==> config.mk <==
export PLATFORM = sky130hd
export DESIGN_NAME = fltpm_alu
export DESIGN_NICKNAME = d
export VERILOG_FILES = /design/src/fltpm_pkg.sv /design/src/fltpm_alu.sv
export SDC_FILE = /design/constraint.sdc
export NUM_CORES = 1
export LEC_CHECK = 0
export BUFFER_PORTS_ARGS = -buffer_cell sky130_fd_sc_hd__buf_2
export CAP_MARGIN = 5
export CORE_MARGIN = 3
export CORE_UTILIZATION = 48
export DETAILED_ROUTE_END_ITERATION = 7
export GPL_ROUTABILITY_DRIVEN = 0
export PLACE_DENSITY = 0.92
export SLEW_MARGIN = 5
export SYNTH_ARGS = -nofsm -noshare
export SYNTH_HDL_FRONTEND = slang
export SYNTH_SLANG_ARGS = --single-unit
==> constraint.sdc <==
create_clock -name vclk -period 6.6
set_input_delay 1.32 -clock vclk [all_inputs]
set_output_delay 1.32 -clock vclk [all_outputs]
set_load 0.05 [all_outputs]
==> src/fltpm_pkg.sv <==
// ----------------------------------------------------------------------------
// fltpm_pkg
// Shared types, constants and helpers for the four-level page table mapper.
// ----------------------------------------------------------------------------
package fltpm_pkg;

    localparam int NUM_TABLES_DEF    = 64;
    localparam int ENTRIES_PER_TABLE = 512;
    localparam int IDX_W             = 9;
    localparam int PAGE_SHIFT        = 12;
    localparam int PFN_W             = 40;   // bits 51:12 of a physical address
    localparam int ENTRY_W           = 64;

    localparam int VIRT_W            = 48;
    localparam int PHYS_W            = 52;
    localparam int BASE_W            = 52;

    localparam int S_TDATA_W         = 168;  // 164 bits of fields, padded to bytes
    localparam int M_TDATA_W         = 72;

    localparam int SHIFT_L4          = 39;
    localparam int SHIFT_L3          = 30;
    localparam int SHIFT_L2          = 21;
    localparam int SHIFT_L1          = 12;

    localparam logic [ENTRY_W-1:0] LINK_FLAGS = 64'h3;   // present | write
    localparam int                 BIT_PRESENT = 0;

    localparam logic STATUS_OK      = 1'b0;
    localparam logic STATUS_NO_SLOT = 1'b1;

    typedef enum logic {
        ALU_ADD,
        ALU_SUB
    } fltpm_alu_op_t;

    // Table index for a walk level; level 0 is the root.
    function automatic logic [IDX_W-1:0] page_index(input logic [VIRT_W-1:0] va,
                                                    input logic [1:0]        lvl);
        logic [IDX_W-1:0] idx;
        unique case (lvl)
            2'd0:    idx = va[SHIFT_L4 +: IDX_W];
            2'd1:    idx = va[SHIFT_L3 +: IDX_W];
            2'd2:    idx = va[SHIFT_L2 +: IDX_W];
            default: idx = va[SHIFT_L1 +: IDX_W];
        endcase
        return idx;
    endfunction

    function automatic logic [ENTRY_W-1:0] pfn_to_addr(input logic [PFN_W-1:0] pfn);
        return {12'b0, pfn, 12'b0};
    endfunction

endpackage

==> src/fltpm_alu.sv <==
// ----------------------------------------------------------------------------
// fltpm_alu
// Shared 64-bit add/subtract unit: link address build and link offset decode.
// ----------------------------------------------------------------------------
module fltpm_alu (
    input  fltpm_pkg::fltpm_alu_op_t op,
    input  logic [63:0]              a,
    input  logic [63:0]              b,
    output logic [63:0]              y
);

    import fltpm_pkg::*;

    always_comb begin
        unique case (op)
            ALU_ADD: y = a + b;
            ALU_SUB: y = a - b;
            default: y = a + b;
        endcase
    end

endmodule

==> results of run 1 <==
-- metrics by stage --
stage | worst slack, ns | std cells | hold WS (ns) | util
after detailed placement | -0.569 | 1313 | 3.10 | 0.775
after CTS | -0.0745 | 1324 | 3.10 | 0.816
after global placement | -0.234 | 1313 | 3.08 | 0.775
after floorplan | -0.0744 | 800 | 2.92 | -
-- per-layer routing --
| metal | GRT usage | overflow |
|---|---|---|
| met5 | 0.424 | 1 |
| met4 | 0.812 | 33 |
| met3 | 0.631 | 0 |
| met2 | 0.922 | 40 |
| met1 | 0.740 | 0 |
-- cell usage after synthesis (all sizes together), types with 3 or more instances --
master	instances	area share
ha	64	0.15
nand4	18	0.022
nor3	30	0.030
clkbuf	28	0.020
o31ai	4	0.0058
a21oi	100	0.096
and2	11	0.013
o21bai	14	0.021
nor2b	5	0.0060
o211ai	11	0.016
a41oi	5	0.0084
nor2	85	0.061
and3	6	0.0072
o31a	3	0.0051
nand2b	8	0.0096
a31oi	21	0.025
nor3b	5	0.0072
or4	4	0.0072
nand3	16	0.016
inv	33	0.024
xor2	31	0.052
buf	4	0.0043
or2	3	0.0036
or3	9	0.011
o21ai	39	0.038
xnor2	92	0.15
o21a	12	0.017
o41ai	3	0.0051
a2111oi	4	0.010
a21o	25	0.036
a211oi	3	0.0043
nand2	70	0.051
nor4	15	0.022
-- what timing repair did --
item,in CTS
gates resized for setup,90
setup buffers,11
pin swaps,24
endpoints found under the setup margin,29
endpoints found under the hold margin,0
-- kinds of logic after synthesis --
group	synth area share
buf+inv	0.0483
simple gates	0.268
xor+xnor	0.207
mux	0.00385
compound gates	0.315
fa+ha+maj	0.158
==> run metrics, run 1 <==
outcome stopped before the end; Exit stage 5_1_grt; First Err [ERROR GRT-0232] Routing congestion too high. Check the congestion heatmap in the GUI.; worst ep type output port; die width between 100 and 150 um; Site Rows 37; Port Buffers slightly below 200; Post-DP HPWL 20500 um; I/O pins between 150 and 200; initial core utilization 0.499; syn_area_per_cell ~6.5 um2; synthesized area between 0.005 and 0.006 mm2; DP Area 0.00807 mm2; Ys Warns 0; Yosys cell types 59; Worst endpoint, post-GRT repair y[62]; total grt overflow 74; Gate Count Post-Synth 800; syn_nets ~990; largest net degree at the start of global routing 32; sequential area share after synthesis 0; gr usage total 0.769; die height around 110 um; CTS Hold Bufs 0
==> run 2: changes to the inputs <==
--- a/config.mk
+++ b/config.mk
@@ -8,10 +8,10 @@
 export BUFFER_PORTS_ARGS = -buffer_cell sky130_fd_sc_hd__buf_2
 export CAP_MARGIN = 5
 export CORE_MARGIN = 3
-export CORE_UTILIZATION = 48
+export CORE_UTILIZATION = 40
 export DETAILED_ROUTE_END_ITERATION = 7
 export GPL_ROUTABILITY_DRIVEN = 0
-export PLACE_DENSITY = 0.92
+export PLACE_DENSITY_LB_ADDON = 0.15
 export SLEW_MARGIN = 5
 export SYNTH_ARGS = -nofsm -noshare
 export SYNTH_HDL_FRONTEND = slang
==> constraint.sdc (replaced) <==
create_clock -name vclk -period 8.6
set_input_delay 1.72 -clock vclk [all_inputs]
set_output_delay 1.72 -clock vclk [all_outputs]
set_load 0.05 [all_outputs]
==> run 2 against run 1 <==
Against the previous run:
- area after synthesis unchanged
- the flow now finishes without violations
- synthesized cell count is the same
==> run metrics, run 2 <==
drt via density roughly 5.7; delay-heaviest family, CP simple AND/OR/NAND/NOR gates; CP Max Fanout 6; Synth area leader xnor2_1; Critical Path End Type primary output; largest net degree at the start of global routing 38; Yosys cell types 59; die width ~120 um; total grt overflow 0; # clk buffers 0; Logic pwr share 1.000; Max Clk Rate roughly 120 MHz; layout cell share with drive strength beyond 1 0.219; CORE AREA approximately 0.013 mm2; Residual DRC 0; RSZ-0062 raised after global routing false; clock share of power 0; syn_area_per_cell around 6.5 um2; Gate Count Post-Synth 800; critical path cell sequence buf_2, or4_4, nor4_4, nor3b_1, and2_1, nor2b_1, a21oi_1, xnor2_1, ha_1, nand2_1, nor2_1, a41oi_1, a31oi_1, nor3_1, a21o_1, a2111oi_0, or3_1, xor2_1, buf_2; post-route ant nets 0; PostCTS Resize Cnt 0; die area about 0.014 mm2; Max-cap violations 0; DR iter-0 viols 480; Reg area 0 um2; seq_cells 0; vias in the first global route 6027; slowest stage cell, crit path or4_4; Synth top area share 0.155; CP peak stage delay ~0.56 ns; initial antenna violation count 0; Final Hold Vio Count 0; Slew headroom 0.480; final-report max-slew violation count 0; gr usage total 0.245; vias after detailed routing 6495; Leak between 2 and 3 nW; post-CTS setup buffer count 0; Critical Path AT 6.46 ns; Critical Path RT between 6 and 7 ns; Period minus WS final between 8 and 9 ns; DRT Wirelength 19000 um; Site Rows between 40 and 50; sequential share of power 0; sequential area share after synthesis 0; WS Path Type input port to primary output; die height around 120 um; ranking of synthesized cells by area xnor2_1, ha_1, a21oi_1, nor2_1, xor2_1; largest family of logic cells by synthesized area compound AO/OA/AOI/OAI gates; Post-Synth Adder-Cell Area 0.158; synthesized area 0.00520 mm2; most common cell after layout, fill and taps aside buf_2; Antenna diodes 0; most frequent cells in the layout buf_2, a21oi_1, xnor2_1, nor2_1, nand2_1; Post-DP HPWL about 16000 um; xor/xnor share of the synthesized area 0.207; most numerous cell in the Yosys netlist a21oi_1; CP dominant cell by count buf_2; setup_tns 0 ns; FILL cells around 1400; Final #Nets 1164; Wirelength per Cell around 17 um; startpoint types input port; DR pass1 iterations 5; post-synthesis simple-gate area fraction 0.268; Synth Area in Compound Gates 0.315; hold slack between 3 and 4 ns; initial core utilization 0.411; power density over the cells 165 mW/mm2; Slew @ Worst Pin around 0.77 ns; Area Growth Syn to Fin 21.5%; Tcrit/Tclk final 0.952; final setup vio count 0; post-synthesis mux area share 0.00385; cell internal pwr 0.301 mW; syn_nets roughly 1000; I/O pins approximately 190; class of the worst hold path input port to primary output; NetSw 0.743 mW; first-pass GRT wire length roughly 30000 um; switching share of total power 0.712; Ys Warns 0; synth cell count leaders a21oi_1, xnor2_1, nor2_1, nand2_1, ha_1; outcome finished clean; CTS Hold Bufs 0; Buf/Inv on CP 2; Port Buffers just under 200; VDD IR-drop max 128 uV
run 2: stage by stage:
step / std cells / instance area (um2) / setup WS [ns] / power [mW] / util
finish: 1140 / 6320 / 0.415 / 1.04 / 0.499
global route: 1140 / 6320 / 0.0978 / 1.11 / 0.499
CTS: 1140 / 6310 / 0.269 / 1.04 / 0.498
detailed placement: 1140 / 6310 / 0.296 / 1.03 / 0.498
global placement: 1140 / 6310 / 0.387 / 1.04 / 0.498
floorplan: 800 / 5200 / 0.0599 / 0.786 / -
run 2: path summary, 6_finish.rpt:
path / depth (start not counted) / start / slack [ns] / endpoint
worst min-delay path: 4 / b[0] / 3.88 / y[0]
worst max-delay path: 19 / b[15] / 0.42 / y[60]
run 2: power by group through the flow:
stage	logic (mW)	registers (mW)	clock network, mW
global route	1.11	0	0
CTS	1.04	0	0
finish	1.04	0	0
global placement	1.04	0	0
floorplan	0.786	0	0
detailed placement	1.03	0	0
run 2: area by class of cell:
cell class | count | area, um2 | share of cell area
Tap cell | 172 | 215 | 0.0341
Multi-Input combinational cell | 735 | 4960 | 0.785
Timing Repair Buffer | 200 | 1020 | 0.161
Inverter | 33 | 124 | 0.0196
run 2: worst min-delay path: cells and delay by family:
kind | cells | cell delay, ns
buffers and inverters | 3 | 0.33
adder cells (fa/ha/maj) | 1 | 0.11
run 2: kinds of logic after synthesis:
logic type	Yosys count
AOI/OAI and AO/OA	259
xor gates and xnor gates	123
adders and majority gates	65
buffers and inverters	65
muxes	2
and+or+nand+nor	286
run 2: per-layer routing:
layer / up-vias / share of wire / wire (um) / track usage
met5: - / 0 / 0 / 0
li1: 3271 / - / - / -
met1: 2924 / 0.46 / 8700 / 0.341
met3: 29 / 0.069 / 1310 / 0.0217
met4: 0 / 0.014 / 258 / 0.0293
met2: 271 / 0.46 / 8740 / 0.424
Note: power is estimated with default switching activity, not from simulation.
==> run 3: changes to the inputs <==
--- a/config.mk
+++ b/config.mk
@@ -5,6 +5,7 @@
 export SDC_FILE = /design/constraint.sdc
 export NUM_CORES = 1
 export LEC_CHECK = 0
+export ABC_AREA = 1
 export BUFFER_PORTS_ARGS = -buffer_cell sky130_fd_sc_hd__buf_2
 export CAP_MARGIN = 5
 export CORE_MARGIN = 3
==> constraint.sdc (replaced) <==
create_clock -name vclk -period 8.01
set_input_delay 1.602 -clock vclk [all_inputs]
set_output_delay 1.602 -clock vclk [all_outputs]
set_load 0.05 [all_outputs]
==> run 3 against run 2 <==
Against the previous run:
- sequential share of layout area unchanged
- critical path type unchanged
- power up 12%
- die area up 55%
- critical path depth down 1
- routed wire length up 68%
==> run metrics, run 3 <==
outcome finished clean; power density over the cells approximately 120 mW/mm2; class of the worst hold path input port to primary output; Logic pwr share 1.000; layout cell share with drive strength beyond 1 0.118; hold slack between 3 and 4 ns; sequential area share after synthesis 0; most numerous cell in the Yosys netlist nand2_1; syn_area_per_cell roughly 4.6 um2; CORE AREA 0.0198 mm2; Leak about 6.3 nW; Tcrit/Tclk final 0.864; first-pass GRT wire length about 49000 um; die width 150 um; final-report max-slew violation count 0; largest net degree at the start of global routing 30; RSZ-0062 raised after global routing false; NetSw between 0.8 and 0.9 mW; vias after detailed routing between 10000 and 15000; post-route ant nets 0; cell internal pwr between 0.3 and 0.4 mW; initial antenna violation count 0; DRT Wirelength 32000 um; CTS Hold Bufs 0; Site Rows 51; Area Growth Syn to Fin 15.4%; Max Clk Rate approximately 140 MHz; DR iter-0 viols 809; Synth area leader nand2_1; Period minus WS final 6.92 ns; DP Area between 0.009 and 0.01 mm2; ranking of synthesized cells by area nand2_1, inv_1, nor2_1, ha_1, xor2_1; Max-cap violations 0; Antenna diodes 0; switching share of total power 0.743; Reg area 0 um2; drt via density about 4.9; Synth top area share 0.346; I/O pins around 190; Critical Path AT about 5.3 ns; die area 0.0224 mm2; VDD IR-drop max approximately 120 uV; Critical Path End Type primary output; Ys Warns 0; startpoint types input port; # clk buffers 0; die height about 150 um; final setup vio count 0; most frequent cells in the layout nand2_1, inv_1, nor2_1, buf_2, nand3_1; Slew headroom 0.370; FILL cells approximately 2400; post-CTS setup buffer count 0; Port Buffers 193; Layout Utilization 0.480; syn_nets 1981; Post-DP HPWL 29000 um; DR pass1 iterations 6; Final #Nets between 2000 and 2500; Final Hold Vio Count 0; Gate Count Post-Synth around 1800; PostCTS Resize Cnt 0; synthesized area 0.00825 mm2; vias in the first global route between 9000 and 10000; seq_cells 0; Wirelength per Cell ~14 um; pre-CTS setup slack around 1.2 ns; clock share of power 0; setup_tns 0 ns; Critical Path RT approximately 6.4 ns; total grt overflow 0; initial core utilization 0.415; Final Instance Area approximately 0.0095 mm2; Yosys cell types 38; sequential share of power 0; most common cell after layout, fill and taps aside nand2_1; WS Path Type input port to primary output; Slew @ Worst Pin between 0.9 and 1 ns; setup slack after layout 1.09 ns; CP Max Fanout 29; Residual DRC 0; gr usage total 0.276; synth cell count leaders nand2_1, inv_1, nor2_1, nand3_1, xor2_1
==> run 3: changes by cell type after synthesis, sizes merged, moves of 14 or more <==
cell / before / now
xor2: 31 / 75
clkbuf: 28 / 2
a21oi: 100 / 52
nand2: 70 / 767
nand3: 16 / 83
nor4: 15 / 1
xnor2: 92 / 9
a31oi: 21 / 1
inv: 33 / 413
a21o: 25 / 0
nor2: 85 / 231
==> run 3: final cells by class <==
| cell class | count | area (um2) | share of cell area |
|---|---|---|---|
| inverters | 413 | 1550 | 0.163 |
| multi-input cells | 1366 | 6660 | 0.700 |
| well taps | 265 | 332 | 0.0348 |
| repair buffers | 194 | 973 | 0.102 |
==> run 3: power groups by stage <==
stage | Sequential, mW | Clock, mW | Combinational (mW)
6_report | 0 | 0 | 1.17
3_5_place_dp | 0 | 0 | 1.15
2_1_floorplan | 0 | 0 | 0.848
3_3_place_gp | 0 | 0 | 1.15
5_1_grt | 0 | 0 | 1.27
4_1_cts | 0 | 0 | 1.16
==> run 3: final timing paths <==
kind  from     to  slack (ns)  cells after the start
max     op  y[53]        1.09                     18
min   b[0]   y[0]        3.64                      4
==> run 3: kinds of logic after synthesis <==
| family | count (synthesis) | share of synthesized area |
|---|---|---|
| adders and majority gates | 65 | 0.0995 |
| xor gates and xnor gates | 84 | 0.0892 |
| and+or+nand+nor | 1128 | 0.560 |
| AOI/OAI and AO/OA | 89 | 0.0593 |
| buffers and inverters | 421 | 0.192 |
==> run 3: per-stage QoR <==
stage          power, mW  instances
2_1_floorplan      0.848       1787
3_3_place_gp        1.15       2238
3_5_place_dp        1.15       2238
4_1_cts             1.16       2238
5_1_grt             1.27       2238
6_report            1.17       2238
==> run 3: per-layer routing <==
layer	share of wire	up-vias	global-route usage
li1	-	5666	-
met1	0.45	4685	0.396
met2	0.44	483	0.455
met3	0.081	51	0.00787
met4	0.031	0	0.0709
met5	0	-	0
==> run 3: worst max-delay path, cell delays in order <==
cell and delay, ns:
buf_2 0.46, inv_1 0.60, o21ai_0 0.33, nand3_2 0.17, nor2_1 0.14, xor2_1 0.28, ha_1 0.28, nand2_1 0.16
nor2_1 0.23, inv_1 0.06, nor2_1 0.19, nand2_1 0.10, nor2_1 0.11, nand2_1 0.09, nand3_1 0.08, nand2_1 0.05
nand2_1 0.09, buf_2 0.27
